## src/rtl/rtp_reorder_nack_requester_assert.svh

```systemverilog
// assertion macros shared by the reorder nack requester rtl
`ifndef RTP_REORDER_NACK_REQUESTER_ASSERT_SVH
`define RTP_REORDER_NACK_REQUESTER_ASSERT_SVH
`ifndef SYNTH
`define RNR_ASSERT_IMP(label, ante, cons) \
	label: assert property (@(posedge clk) disable iff (!arst_n) (ante) |-> (cons)) \
		else $error("rnr assertion failed");
`define RNR_ASSERT_NXT(label, ante, cons) \
	label: assert property (@(posedge clk) disable iff (!arst_n) (ante) |=> (cons)) \
		else $error("rnr assertion failed");
`else
`define RNR_ASSERT_IMP(label, ante, cons)
`define RNR_ASSERT_NXT(label, ante, cons)
`endif
`endif

```

## src/rtl/rnr_pkg.sv

```systemverilog
// types, codes and constants of the rtp reorder nack requester
`default_nettype none
package rnr_pkg;
	localparam int SEQ_W   = 16;
	localparam int TIME_W  = 32;
	localparam int JIT_W   = 7;
	localparam int IVL_W   = 16;
	localparam int RMAX_W  = 8;
	localparam int SRC_W   = 32;
	localparam int CFG_W   = 32;
	localparam int RES_CAP = 64;
	localparam int NCNT_W  = 7;

	localparam logic [1:0] CMD_MEDIA = 2'd0;
	localparam logic [1:0] CMD_PASS  = 2'd1;

	localparam logic [JIT_W-1:0]  JIT_RST  = 7'd16;
	localparam logic [IVL_W-1:0]  IVL_RST  = 16'd10;
	localparam logic [RMAX_W-1:0] RMAX_RST = 8'd10;

	typedef enum logic [1:0] {
		CLS_MEDIA,
		CLS_PASS,
		CLS_TICK
	} cls_t;

	typedef enum logic [1:0] {
		KIND_DELIVER,
		KIND_PASS,
		KIND_NACK
	} kind_t;

	typedef enum logic [1:0] {
		CFG_JITTER,
		CFG_INTERVAL,
		CFG_RESEND_MAX,
		CFG_SOURCE
	} cfg_idx_t;

	typedef enum logic [2:0] {
		ST_IDLE,
		ST_PROC,
		ST_DRAIN,
		ST_DELIVER,
		ST_FINISH
	} state_t;

	typedef struct packed {
		logic [JIT_W-1:0]  jitter_size;
		logic [IVL_W-1:0]  interval;
		logic [RMAX_W-1:0] resend_max;
		logic [SRC_W-1:0]  source_id;
	} cfg_t;

	typedef struct packed {
		logic item_pop;
		logic res_push;
	} back_ctl_t;

	// unused command codes behave as a tick
	function automatic cls_t classify(input logic [1:0] cmd);
		cls_t c;
		unique case (cmd)
			CMD_MEDIA: c = CLS_MEDIA;
			CMD_PASS:  c = CLS_PASS;
			default:   c = CLS_TICK;
		endcase
		return c;
	endfunction
endpackage
`default_nettype wire

```

## src/rtl/rnr_ram.sv

```systemverilog
// generic single write port ram with registered read
`default_nettype none
module rnr_ram #(
	parameter int WIDTH = 16,
	parameter int DEPTH = 64
) (
	input  wire logic                     clk,
	input  wire logic                     we,
	input  wire logic [$clog2(DEPTH)-1:0] waddr,
	input  wire logic [WIDTH-1:0]         wdata,
	input  wire logic [$clog2(DEPTH)-1:0] raddr,
	output logic      [WIDTH-1:0]         rdata
);
	logic [WIDTH-1:0] mem_q [DEPTH];
	logic [WIDTH-1:0] rdata_q;

	always_ff @(posedge clk) begin
		if (we) begin
			mem_q[waddr] <= wdata;
		end
		rdata_q <= mem_q[raddr];
	end

	assign rdata = rdata_q;
endmodule
`default_nettype wire

```

## src/rtl/rnr_fifo.sv

```systemverilog
// small register queue used on both sides of the block
`default_nettype none
module rnr_fifo #(
	parameter int WIDTH = 8,
	parameter int DEPTH = 4
) (
	input  wire logic             clk,
	input  wire logic             arst_n,
	input  wire logic             push,
	input  wire logic [WIDTH-1:0] wdata,
	output logic                  full,
	input  wire logic             pop,
	output logic      [WIDTH-1:0] rdata,
	output logic                  empty
);
	localparam int PW = (DEPTH > 1) ? $clog2(DEPTH) : 1;
	localparam int CW = $clog2(DEPTH + 1);

	logic [WIDTH-1:0] mem_q [DEPTH];
	logic [PW-1:0]    wptr_q, rptr_q;
	logic [CW-1:0]    cnt_q;
	logic             do_push, do_pop;

	assign full    = (cnt_q == CW'(DEPTH));
	assign empty   = (cnt_q == '0);
	assign do_push = push && !full;
	assign do_pop  = pop && !empty;
	assign rdata   = mem_q[rptr_q];

	always_ff @(posedge clk) begin
		if (do_push) begin
			mem_q[wptr_q] <= wdata;
		end
	end

	always_ff @(posedge clk or negedge arst_n) begin
		if (!arst_n) begin
			wptr_q <= '0;
			rptr_q <= '0;
			cnt_q  <= '0;
		end else begin
			if (do_push) begin
				wptr_q <= (wptr_q == PW'(DEPTH - 1)) ? '0 : wptr_q + 1'b1;
			end
			if (do_pop) begin
				rptr_q <= (rptr_q == PW'(DEPTH - 1)) ? '0 : rptr_q + 1'b1;
			end
			if (do_push && !do_pop) begin
				cnt_q <= cnt_q + 1'b1;
			end else if (do_pop && !do_push) begin
				cnt_q <= cnt_q - 1'b1;
			end
		end
	end
endmodule
`default_nettype wire

```

## src/rtl/rnr_front.sv

```systemverilog
// front end: accepts items, classifies the command and queues them
`default_nettype none
module rnr_front
	import rnr_pkg::*;
#(
	parameter int HANDLE_BITS = 16,
	parameter int QDEPTH      = 4
) (
	input  wire logic                   clk,
	input  wire logic                   arst_n,
	input  wire logic                   push,
	output logic                        full,
	input  wire logic [1:0]             command,
	input  wire logic [SEQ_W-1:0]       seq,
	input  wire logic [HANDLE_BITS-1:0] packet_handle,
	input  wire logic [TIME_W-1:0]      now_ms,
	input  wire logic                   item_pop,
	output logic                        item_valid,
	output cls_t                        item_cls,
	output logic      [SEQ_W-1:0]       item_seq,
	output logic      [HANDLE_BITS-1:0] item_handle,
	output logic      [TIME_W-1:0]      item_now
);
	localparam int IW = 2 + SEQ_W + HANDLE_BITS + TIME_W;

	cls_t          cls_in;
	logic [IW-1:0] wdata, rdata;
	logic [1:0]    cls_bits;
	logic          empty;

	assign cls_in = classify(command);
	assign wdata  = {cls_in, seq, packet_handle, now_ms};

	rnr_fifo #(
		.WIDTH(IW),
		.DEPTH(QDEPTH)
	) u_item_q (
		.clk   (clk),
		.arst_n(arst_n),
		.push  (push),
		.wdata (wdata),
		.full  (full),
		.pop   (item_pop),
		.rdata (rdata),
		.empty (empty)
	);

	assign {cls_bits, item_seq, item_handle, item_now} = rdata;
	assign item_cls   = cls_t'(cls_bits);
	assign item_valid = !empty;
endmodule
`default_nettype wire

```

## src/rtl/rnr_back.sv

```systemverilog
// back end: slot store, in-order drain, nack and give-up sequencer
`default_nettype none
module rnr_back
	import rnr_pkg::*;
#(
	parameter int DEPTH       = 64,
	parameter int HANDLE_BITS = 16
) (
	input  wire logic                   clk,
	input  wire logic                   arst_n,
	input  wire cfg_t                   cfg,
	input  wire logic                   item_valid,
	input  wire cls_t                   item_cls,
	input  wire logic [SEQ_W-1:0]       item_seq,
	input  wire logic [HANDLE_BITS-1:0] item_handle,
	input  wire logic [TIME_W-1:0]      item_now,
	input  wire logic                   res_full,
	output back_ctl_t                   ctl,
	output kind_t                       res_kind,
	output logic      [HANDLE_BITS-1:0] res_handle,
	output logic      [SEQ_W-1:0]       res_seq,
	output logic      [SRC_W-1:0]       res_src,
	output logic                        res_last
);
	// stored sequences always lie within DEPTH of expected, so the low
	// bits of seq are a unique slot index even when DEPTH is not a power of two
	localparam int AW    = $clog2(DEPTH);
	localparam int NSLOT = 1 << AW;
	localparam int CW    = AW + 1;

	state_t state_q, state_d;

	cls_t                   cls_q;
	logic [SEQ_W-1:0]       seq_q;
	logic [HANDLE_BITS-1:0] handle_q;
	logic [TIME_W-1:0]      now_q;

	logic              started_q;
	logic [SEQ_W-1:0]  exp_q;
	logic [CW-1:0]     count_q;
	logic [NSLOT-1:0]  valid_q;
	logic [RMAX_W-1:0] resend_q;
	logic [TIME_W-1:0] next_q;
	logic              armed_q;
	logic [NCNT_W-1:0] ncnt_q;

	logic                   pend_v_q;
	kind_t                  pend_kind_q;
	logic [HANDLE_BITS-1:0] pend_handle_q;
	logic [SEQ_W-1:0]       pend_seq_q;
	logic [SRC_W-1:0]       pend_src_q;

	logic [SEQ_W-1:0]       exp_eff, diff;
	logic                   in_win, passed;
	logic [TIME_W-1:0]      d_time;
	logic [AW-1:0]          slot_in, slot_e;
	logic [HANDLE_BITS-1:0] rd_handle;

	logic                   take, media, store, produce, deliver, give_up, nack, finish;
	kind_t                  new_kind;
	logic [HANDLE_BITS-1:0] new_handle;
	logic [SEQ_W-1:0]       new_seq;
	logic [SRC_W-1:0]       new_src;

	assign exp_eff = started_q ? exp_q : seq_q;
	assign diff    = seq_q - exp_eff;
	assign in_win  = diff < SEQ_W'(DEPTH);
	assign slot_in = seq_q[AW-1:0];
	assign slot_e  = exp_q[AW-1:0];
	assign d_time  = now_q - next_q;
	// wrapped time compare: strictly later means a positive nonzero difference
	assign passed  = !armed_q || (d_time != '0 && !d_time[TIME_W-1]);

	rnr_ram #(
		.WIDTH(HANDLE_BITS),
		.DEPTH(NSLOT)
	) u_slot_ram (
		.clk  (clk),
		.we   (store),
		.waddr(slot_in),
		.wdata(handle_q),
		.raddr(slot_e),
		.rdata(rd_handle)
	);

	always_ff @(posedge clk or negedge arst_n) begin
		if (!arst_n) begin
			state_q <= ST_IDLE;
		end else begin
			state_q <= state_d;
		end
	end

	always_comb begin
		state_d    = state_q;
		take       = 1'b0;
		media      = 1'b0;
		store      = 1'b0;
		produce    = 1'b0;
		deliver    = 1'b0;
		give_up    = 1'b0;
		nack       = 1'b0;
		finish     = 1'b0;
		new_kind   = KIND_PASS;
		new_handle = handle_q;
		new_seq    = '0;
		new_src    = '0;
		unique case (state_q)
			ST_IDLE: begin
				if (item_valid) begin
					take    = 1'b1;
					state_d = ST_PROC;
				end
			end
			ST_PROC: begin
				if (!res_full) begin
					media   = (cls_q == CLS_MEDIA);
					store   = media && in_win;
					produce = (cls_q == CLS_PASS);
					state_d = ST_DRAIN;
				end
			end
			ST_DRAIN: begin
				if (!res_full) begin
					if (count_q == '0 || ncnt_q == NCNT_W'(RES_CAP)) begin
						state_d = ST_FINISH;
					end else if (valid_q[slot_e]) begin
						state_d = ST_DELIVER;
					end else begin
						state_d = ST_FINISH;
						if (32'(count_q) >= 32'(cfg.jitter_size)) begin
							if (resend_q >= cfg.resend_max) begin
								give_up = 1'b1;
							end else if (passed) begin
								nack       = 1'b1;
								produce    = 1'b1;
								new_kind   = KIND_NACK;
								new_handle = '0;
								new_seq    = exp_q;
								new_src    = cfg.source_id;
							end
						end
					end
				end
			end
			ST_DELIVER: begin
				if (!res_full) begin
					deliver    = 1'b1;
					produce    = 1'b1;
					new_kind   = KIND_DELIVER;
					new_handle = rd_handle;
					new_seq    = exp_q;
					state_d    = ST_DRAIN;
				end
			end
			ST_FINISH: begin
				if (!res_full) begin
					finish  = 1'b1;
					state_d = ST_IDLE;
				end
			end
			default: state_d = ST_IDLE;
		endcase
	end

	always_ff @(posedge clk) begin
		if (take) begin
			cls_q    <= item_cls;
			seq_q    <= item_seq;
			handle_q <= item_handle;
			now_q    <= item_now;
		end
		if (produce) begin
			pend_kind_q   <= new_kind;
			pend_handle_q <= new_handle;
			pend_seq_q    <= new_seq;
			pend_src_q    <= new_src;
		end
	end

	always_ff @(posedge clk or negedge arst_n) begin
		if (!arst_n) begin
			started_q <= 1'b0;
			exp_q     <= '0;
			count_q   <= '0;
			valid_q   <= '0;
			resend_q  <= '0;
			next_q    <= '0;
			armed_q   <= 1'b0;
			ncnt_q    <= '0;
			pend_v_q  <= 1'b0;
		end else begin
			if (media) begin
				started_q <= 1'b1;
				if (!started_q) begin
					exp_q <= seq_q;
				end
			end
			if (store) begin
				valid_q[slot_in] <= 1'b1;
				if (!valid_q[slot_in]) begin
					count_q <= count_q + 1'b1;
				end
			end
			if (deliver) begin
				valid_q[slot_e] <= 1'b0;
				count_q         <= count_q - 1'b1;
				exp_q           <= exp_q + 1'b1;
				resend_q        <= '0;
			end
			if (give_up) begin
				started_q <= 1'b0;
				count_q   <= '0;
				valid_q   <= '0;
				resend_q  <= '0;
				next_q    <= now_q;
				armed_q   <= 1'b1;
			end
			if (nack) begin
				next_q  <= now_q + TIME_W'(cfg.interval);
				armed_q <= 1'b1;
				if (resend_q != '1) begin
					resend_q <= resend_q + 1'b1;
				end
			end
			// one result is held back so the last flag is known on transfer
			if (produce) begin
				pend_v_q <= 1'b1;
				ncnt_q   <= ncnt_q + 1'b1;
			end else if (finish) begin
				pend_v_q <= 1'b0;
				ncnt_q   <= '0;
			end
		end
	end

	assign ctl.item_pop = take;
	assign ctl.res_push = (produce || finish) && pend_v_q;
	assign res_kind     = pend_kind_q;
	assign res_handle   = pend_handle_q;
	assign res_seq      = pend_seq_q;
	assign res_src      = pend_src_q;
	assign res_last     = finish;
endmodule
`default_nettype wire

```

## src/rtl/rtp_reorder_nack_requester.sv

```systemverilog
// Top level of the RTP reorder buffer with NACK requests.
// Each item passes through the back-end sequencer states take, process, drain check and
// finish; each packet released adds a deliver state and a further drain check, set by the
// slot RAM registered read. Input and result queues of 4 entries let both sides run while
// the sequencer works.
// arst_n clears all control state, empties the slots and loads register defaults.
`default_nettype none
`include "rtp_reorder_nack_requester_assert.svh"
module rtp_reorder_nack_requester
	import rnr_pkg::*;
#(
	parameter int DEPTH       = 64,
	parameter int HANDLE_BITS = 16
) (
	input  wire logic                   clk,
	input  wire logic                   arst_n,
	input  wire logic                   cfg_wr,
	input  wire logic [1:0]             cfg_idx,
	input  wire logic [CFG_W-1:0]       cfg_data,
	input  wire logic                   push,
	output logic                        full,
	input  wire logic [1:0]             command,
	input  wire logic [SEQ_W-1:0]       seq,
	input  wire logic [HANDLE_BITS-1:0] packet_handle,
	input  wire logic [TIME_W-1:0]      now_ms,
	output logic                        empty,
	input  wire logic                   pop,
	output logic      [1:0]             kind,
	output logic      [HANDLE_BITS-1:0] packet_handle_res,
	output logic      [SEQ_W-1:0]       seq_res,
	output logic      [SRC_W-1:0]       nack_source,
	output logic                        last
);
	localparam int QDEPTH = 4;
	localparam int RW     = 2 + HANDLE_BITS + SEQ_W + SRC_W + 1;

	cfg_t cfg_q;

	always_ff @(posedge clk or negedge arst_n) begin
		if (!arst_n) begin
			cfg_q.jitter_size <= JIT_RST;
			cfg_q.interval    <= IVL_RST;
			cfg_q.resend_max  <= RMAX_RST;
			cfg_q.source_id   <= '0;
		end else if (cfg_wr) begin
			unique case (cfg_idx_t'(cfg_idx))
				CFG_JITTER:     cfg_q.jitter_size <= cfg_data[JIT_W-1:0];
				CFG_INTERVAL:   cfg_q.interval    <= cfg_data[IVL_W-1:0];
				CFG_RESEND_MAX: cfg_q.resend_max  <= cfg_data[RMAX_W-1:0];
				CFG_SOURCE:     cfg_q.source_id   <= cfg_data[SRC_W-1:0];
				default:        ;
			endcase
		end
	end

	logic                   item_valid;
	cls_t                   item_cls;
	logic [SEQ_W-1:0]       item_seq;
	logic [HANDLE_BITS-1:0] item_handle;
	logic [TIME_W-1:0]      item_now;
	back_ctl_t              ctl;

	kind_t                  res_kind;
	logic [HANDLE_BITS-1:0] res_handle;
	logic [SEQ_W-1:0]       res_seq;
	logic [SRC_W-1:0]       res_src;
	logic                   res_last;
	logic [RW-1:0]          o_wdata, o_rdata;
	logic                   o_full;

	rnr_front #(
		.HANDLE_BITS(HANDLE_BITS),
		.QDEPTH     (QDEPTH)
	) u_front (
		.clk          (clk),
		.arst_n       (arst_n),
		.push         (push),
		.full         (full),
		.command      (command),
		.seq          (seq),
		.packet_handle(packet_handle),
		.now_ms       (now_ms),
		.item_pop     (ctl.item_pop),
		.item_valid   (item_valid),
		.item_cls     (item_cls),
		.item_seq     (item_seq),
		.item_handle  (item_handle),
		.item_now     (item_now)
	);

	rnr_back #(
		.DEPTH      (DEPTH),
		.HANDLE_BITS(HANDLE_BITS)
	) u_back (
		.clk        (clk),
		.arst_n     (arst_n),
		.cfg        (cfg_q),
		.item_valid (item_valid),
		.item_cls   (item_cls),
		.item_seq   (item_seq),
		.item_handle(item_handle),
		.item_now   (item_now),
		.res_full   (o_full),
		.ctl        (ctl),
		.res_kind   (res_kind),
		.res_handle (res_handle),
		.res_seq    (res_seq),
		.res_src    (res_src),
		.res_last   (res_last)
	);

	assign o_wdata = {res_kind, res_handle, res_seq, res_src, res_last};

	rnr_fifo #(
		.WIDTH(RW),
		.DEPTH(QDEPTH)
	) u_res_q (
		.clk   (clk),
		.arst_n(arst_n),
		.push  (ctl.res_push),
		.wdata (o_wdata),
		.full  (o_full),
		.pop   (pop),
		.rdata (o_rdata),
		.empty (empty)
	);

	assign {kind, packet_handle_res, seq_res, nack_source, last} = o_rdata;

	`RNR_ASSERT_IMP(a_res_no_overflow, ctl.res_push, !o_full)
	`RNR_ASSERT_IMP(a_item_no_underflow, ctl.item_pop, item_valid)
	`RNR_ASSERT_NXT(a_res_lands, ctl.res_push && !o_full, !empty)
endmodule
`default_nettype wire
```

## config.mk

```make
export PLATFORM = sky130hd
export DESIGN_NAME = rtp_reorder_nack_requester
export DESIGN_NICKNAME = d
export VERILOG_FILES = /design/src/rtl/rnr_pkg.sv /design/src/rtl/rnr_ram.sv /design/src/rtl/rnr_fifo.sv /design/src/rtl/rnr_front.sv /design/src/rtl/rnr_back.sv /design/src/rtl/rtp_reorder_nack_requester.sv
export VERILOG_INCLUDE_DIRS = /design/src /design/src/rtl
export SDC_FILE = /design/constraint.sdc
export NUM_CORES = 2
export LEC_CHECK = 0
export BUFFER_PORTS_ARGS = -buffer_cell sky130_fd_sc_hd__buf_2
export CORE_ASPECT_RATIO = 0.5
export CORE_MARGIN = 4
export CORE_UTILIZATION = 45
export CTS_CLUSTER_DIAMETER = 30
export DETAILED_ROUTE_END_ITERATION = 16
export PLACE_DENSITY = 0.56
export SKIP_CTS_REPAIR_TIMING = 1
export SYNTH_ARGS = -nofsm -noshare
export SYNTH_HDL_FRONTEND = slang
export SYNTH_HIERARCHICAL = 1
export SYNTH_SLANG_ARGS = --single-unit
```

## constraint.sdc

```tcl
create_clock -name clk -period 16.35 [get_ports clk]
set_input_delay 0.8175 -clock clk [delete_from_list [all_inputs] [get_ports clk]]
set_output_delay 0.8175 -clock clk [all_outputs]
set_load 0.05 [all_outputs]
```

Yosys cells after proc, flatten, opt, wreduce, memory -nomap -nowiden. Memory sizes are Yosys's and may differ from the RTL's. A register that Yosys moved wholly into a read port is not among the register bits. Cells that the tools add are included.

Flip-flop bits (word level): 283. Memory bits (writable): 1556. Input port bits: 105. Word-level logic and storage cells: 229. Memories kept: 3.

Memory list: u_back.u_slot_ram.mem_q (words 64, bits a word 16, read ports 1, clocked after Yosys merged registers in 1, write ports 1, line rnr_ram.sv:14) `logic [WIDTH-1:0] mem_q [DEPTH];`; u_res_q.mem_q (words 4, bits a word 67, read ports 1, clocked after Yosys merged registers in 0, write ports 1, line rnr_fifo.sv:19) `logic [WIDTH-1:0] mem_q [DEPTH];`; u_front.u_item_q.mem_q (words 4, bits a word 66, read ports 1, clocked after Yosys merged registers in 1, write ports 1, line rnr_fifo.sv:19).

Add/sub/neg operators: 16. Order comparisons: 7. Equality and inequality tests: 22. Multiplexer cells: 102. Bitwise logic cells: 6. Reductions and logical operators: 49.

Operators with widths (count): $mux W16 (17); $mux W64 (3); $and A64 B64 Y64 (1); $mux W32 (2); $not A64 Y64 (1); $or A64 B64 Y64 (1); $pmux W16 S2 (2); $mux W7 (6); $mux W1 (40); $add A32 B16 Y32 (1); $mux W8 (4); $reduce_bool A32 Y1 (1); $sub A32 B32 Y32 (1); $mux W3 (10); $mux W2 (10); $add A16 B1 Y16 const B (1); $lt A16 B7 Y1 const B (1); $sub A16 B16 Y16 (1); $add A7 B1 Y7 const B (2); $lt A6 B7 Y1 const B (2); $logic_and A1 B1 Y1 (13); $bmux W1 S6 (2); $demux W1 S6 (2); $eq A2 B2 Y1 const B (6); other kinds (31) (72).

Longest topological paths before layout.
Depth after elaboration: 18. Depth in mapped cells: 23. Mapped depth without buffers: 22.

Modules after synthesis. The synthesis kept the hierarchy.

By module, submodules not included: rnr_ram (instances 1, cells an instance 1835, area each 40059.7 um^2, seq. area each 31069.8 um^2); rnr_back (instances 1, cells an instance 1766, area each 16996.3 um^2, seq. area each 7467.2 um^2); rnr_fifo at u_res_q (instances 1, cells an instance 388, area each 10119.7 um^2, seq. area each 8222.9 um^2); rnr_fifo at u_front.u_item_q (instances 1, cells an instance 382, area each 9984.6 um^2, seq. area each 8102.8 um^2); rtp_reorder_nack_requester (instances 1, cells an instance 134, area each 2354.8 um^2, seq. area each 1582.8 um^2); rnr_front (instances 1, cells an instance 3, area each 13.8 um^2, seq. area each 0.0 um^2).

Least setup slack after synthesis. Ideal clock, no wire load.

Path type: register to register. Start: register u_back.state_q[0]. End: register u_front.u_item_q.cnt_q[1]. Arrival time: 9.229 ns. Path slack: 6.996 ns. Stages on the path, launching flop included: 9. Period minus slack after synthesis: 9.354 ns. Cell sequence: dfrtp_1 > clkbuf_1 > nor4b_1 > buf_4 > o31ai_2 > ha_1 > inv_1 > fa_1 > mux2_2.

Word-level cells in the longest chain between the ends: 6. Elaborated cells on any way between the ends: 8.

Ends and longest elaborated chain: start: declaration (line rnr_back.sv:31) `state_t state_q, state_d;`; start signal: assignment (line rnr_back.sv:90) `state_q <= state_d;`; $logic_not A3 Y1 * (line rnr_back.sv:108) `unique case (state_q)`; $mux W1 * (line rnr_back.sv:108); net u_back.take (line rnr_back.sv:59) `logic take, media, store, produce, deliver, give_up, nack, finish;`; $logic_and A1 B1 Y1 * (line rnr_fifo.sv:27) `assign do_pop = pop && !empty;`; $logic_not A1 Y1 (line rnr_fifo.sv:48) `if (do_push && !do_pop) begin`; $logic_and A1 B1 Y1 (line rnr_fifo.sv:48); $mux W3 or $reduce_bool A2 Y1 (tied branches); end signal: assignment (line rnr_fifo.sv:49) `cnt_q <= cnt_q + 1'b1;`; end signal: assignment (line rnr_fifo.sv:51) `cnt_q <= cnt_q - 1'b1;`; end: declaration (line rnr_fifo.sv:21) `logic [CW-1:0] cnt_q;`.

Mark *: on every way through the listed nets, which the timed path passes. The rest lies on a longest branch. A chain may end at the register's enable or synchronous reset.

Final worst setup path.
Start: register u_back.started_q. End: memory u_back.u_slot_ram.mem_q[360][1], in the netlist u_back/u_slot_ram/mem_q[45][1] (enable).

Word-level cells in the longest chain between the ends: 8.

Ends and longest elaborated chain: start: declaration (line rnr_back.sv:38) `logic started_q;`; start signal: assignment (line rnr_back.sv:183) `started_q <= 1'b0;`; start signal: assignment (line rnr_back.sv:194) `started_q <= 1'b1;`; start signal: assignment (line rnr_back.sv:212) `started_q <= 1'b0;`; $mux W16; $sub A16 B16 Y16 (line rnr_back.sv:66) `assign diff = seq_q - exp_eff;`; $lt A16 B7 Y1 (line rnr_back.sv:67) `assign in_win = diff < SEQ_W'(DEPTH);`; $logic_and A1 B1 Y1 (line rnr_back.sv:118) `store = media && in_win;`; $mux W1 (line rnr_back.sv:116) `if (!res_full) begin`; $mux W1 (line rnr_back.sv:108); $mux W1 (line rnr_ram.sv:18) `if (we) begin`; $mux W1 (implied by the code) (line rnr_ram.sv:19) `mem_q[waddr] <= wdata;`; end: declaration (line rnr_ram.sv:14).

No other way between the ends.

==> results.sh <==
export IMPL_min_period_over_period_pct=37.9
export IMPL_crit_arrival_ns=6.60
export IMPL_synth_cell_types=104
export IMPL_relSlewSlack_pct=22.7
export IMPL_n_fill_cell=14000
export IMPL_cts_buffers=269
export IMPL_crit_path_max_fanout=72
export IMPL_p_sw_share_pct=35.4
export IMPL_status="completed"
export IMPL_syn_num_nets=4715
export IMPL_drt_pass1_iter_count=7
export IMPL_final_max_slew_viol_count=0
export IMPL_area_growth_pct=15.8
export IMPL_worst_pin_slew_ns=1.16
export IMPL_die_h_um=305
export IMPL_max_cap_viol_count=0
export IMPL_drt_wl_total_um=199000
export IMPL_power_density_nw_per_um2=206
export IMPL_root_buffer="clkbuf_16"
export IMPL_required_ns=16.76
export IMPL_min_period_ns=6.19
export IMPL_track_usage_pct=21.3
export IMPL_combPwrFrac_pct=32.1
export IMPL_overflow=0
export IMPL_yosysWarnings=6
export IMPL_postSynthCellCount=4508
export IMPL_end_kind="flop"
export IMPL_crit_type="reg2reg"
export IMPL_syn_area_per_cell_sq_um=17.6
export IMPL_start_util_pct=45.6
export IMPL_via_per_inst=5.85
export IMPL_ys_ff_latch=1921
export IMPL_drcViolationCount=0
export IMPL_p_leak_nw=31.7
export IMPL_core_sq_um=175000
export IMPL_gp_congestion=0.844
export IMPL_seq_power_share_pct=37.3
export IMPL_fin_nets=5034
export IMPL_drt_initial_drc_count=4061
export IMPL_dpl_hpwl_um=119000
export IMPL_synth_top_area_cell="edfxtp_1"
export IMPL_async_flop_share_pct=11.3
export IMPL_place_port_buffers=173
export IMPL_clock_latency_ns=0.81
export IMPL_multi_input_area_sq_um=21400
export IMPL_fin_worst_skew_ns=0.0640
export IMPL_hold_path_class="in2async"
export IMPL_yosys_top_cells_area="edfxtp_1 64%, mux4_2 10%, dfrtp_1 6.7%, mux2i_1 1.6%, mux2_2 1.6%"
export IMPL_finalSetupViolCount=0
export IMPL_switching_power_mw=6.70
export IMPL_num_rows=108
export IMPL_grt_setup_unrepaired="no"
export IMPL_clkSinkCount=1921
export IMPL_ys_seq_area_share_pct=71.0
export IMPL_cts_tree="built"
export IMPL_wl_per_cell_um=26.8
export IMPL_synth_area_sq_um=79500
export IMPL_setup_tns_ns=0
export IMPL_netlist_area_leader_share_pct=63.7
export IMPL_synth_edff_count=1688
export IMPL_fmax_ghz=0.162
export IMPL_antenna_found_initial=12
export IMPL_grt_pass1_vias=44100
export IMPL_num_vias=43300
export IMPL_holdWs_ns=0.0238
export IMPL_internal_power_mw=12.2
export IMPL_grt_start_max_net_pins=136
export IMPL_ant_nets=0
export IMPL_hold_viol=0
export IMPL_die_w_um=603
export IMPL_grt_pass1_wl_um=295000
export IMPL_ctsLongestPathBuffers=4
export IMPL_ys_flop_type="edfxtp_1"
export IMPL_seq_area_sq_um=56500
export IMPL_max_vdd_ir_drop_mv=0.140
export IMPL_ios=174
export IMPL_cp_start_kind="flop"
export IMPL_fp_dieArea_sq_um=184000
export IMPL_htree_levels=5
export IMPL_drive_above_1_share_pct=25.8
export IMPL_cts_clk_slew_worst_paths_ns=0.05
export IMPL_p_clk_share_pct=30.6
cell families after synthesis:
group	share of synthesized area, %
AO/OA/AOI/OAI	5.48
XOR/XNOR	0.396
adder cells (fa/ha/maj)	1.65
buffers and inverters	2.27
flip-flops	71.0
multiplexers	13.8
AND/OR/NAND/NOR	5.39
path summary, 6_finish.rpt:
| kind | end | startpoint | depth (start not counted) | slack, ns |
|---|---|---|---|---|
| max in group asynchronous | u_res_q/rptr_q[0] | arst_n | 2 | 15.05 |
| setup reg to reg | u_back/u_slot_ram/mem_q[45][1] | u_back/started_q | 14 | 10.16 |
| hold reg to reg | u_res_q/mem_q[1][6] | u_back/res_src[5] | 0 | 0.46 |
| min in group clk | u_front/u_item_q/mem_q[3][32] | packet_handle[0] | 1 | 0.24 |
| hold / removal | u_back/next_q[18] | arst_n | 1 | 0.02 |
| setup / recovery | u_back/u_slot_ram/mem_q[45][1] | u_back/started_q | 14 | 10.16 |
per-stage QoR:
stage / power [mW] / cell area (sq um) / instances / utilization, % / setup slack, ns
CTS: 19.2 / 92100 / 7403 / 52.7 / 10.26
global placement: 13.2 / 83000 / 6921 / 47.5 / 10.28
detailed placement: 13.3 / 83000 / 6921 / 47.5 / 10.27
floorplan: 11.3 / 79500 / 4508 / - / 7.00
finish: 18.9 / 92100 / 7408 / 52.7 / 10.16
global route: 19.9 / 92100 / 7404 / 52.7 / 9.72
layer usage:
| metal | vias up | share of wire (%) | global-route usage, % |
|---|---|---|---|
| met5 | - | 0.021 | 0 |
| met4 | 6 | 2.2 | 5.56 |
| met3 | 339 | 6.1 | 4.04 |
| met2 | 1373 | 49 | 34.5 |
| met1 | 22700 | 43 | 30.0 |
| li1 | 18900 | - | - |
critical path, cell delays in order, from the launching register on:
cell and delay (ns):
dfrtp_1 0.95, mux2i_1 0.31, ha_1 0.27, o21a_1 0.18, o21ai_0 0.22, nor2_1 0.10
a211oi_1 0.47, o21ai_0 0.16, and3b_1 0.22, nor4_1 0.17, o211ai_1 0.15, nor3b_2 0.19
buf_4 0.67, nand4b_1 0.57, nor2_2 1.06
synth_stat cells, drive strengths merged (13+ instances only):
library cell  number
o21ai            122
xor2              16
nand2b            28
xnor2             20
edfxtp          1688
or3               19
nor3              61
o211ai            13
a21o              35
mux2             113
nor2b             45
o22ai             16
clkbuf           105
ha                97
o31ai             17
and2              66
inv              103
nand2            215
nand3             73
mux2i            126
nor4              21
buf              134
mux4             375
nand4             25
a221oi            19
a211oi            48
dfrtp            212
a21oi            102
a22oi             44
nor2             205
and3              25
dfxtp             16
a31oi            102
flip-flops by register name, summed over array words and instances (netlist names), 32 cells and up:
name	count
u_front/u_item_q/mem_q	264
u_back/u_slot_ram/mem_q	1024
cfg_q	63
u_back/now_q	32
u_res_q/mem_q	268
u_back/next_q	32
u_back/valid_q	64
u_back/res_src	32
area by class of cell:
type,count,area share [%]
Antenna cell,5,0.0136
Clock buffer,307,7.62
Clock inverter,175,2.19
Inverter,103,0.420
Multi-Input combinational cell,2245,23.3
Sequential cell,1921,61.3
Tap cell,2365,3.21
Timing Repair Buffer,287,1.91
cells in the final DEF, fill, tap and decap left out, types with 110 or more instances in the layout:
master     count
nand2_1      213
nor2_1       189
mux2_2       110
buf_2        172
clkbuf_16    273
mux4_2       369
dfrtp_1      203
buf_4        112
o21ai_0      118
mux2i_1      126
edfxtp_1    1688
power groups by stage:
stage | clock network (mW) | registers, mW | logic [mW]
floorplan | 0 | 7.09 | 4.18
global placement | 0 | 7.14 | 6.08
detailed placement | 0 | 7.18 | 6.13
CTS | 5.92 | 7.08 | 6.16
global route | 6.16 | 7.15 | 6.54
finish | 5.79 | 7.07 | 6.07
Note: power is estimated with default switching activity, not from simulation.
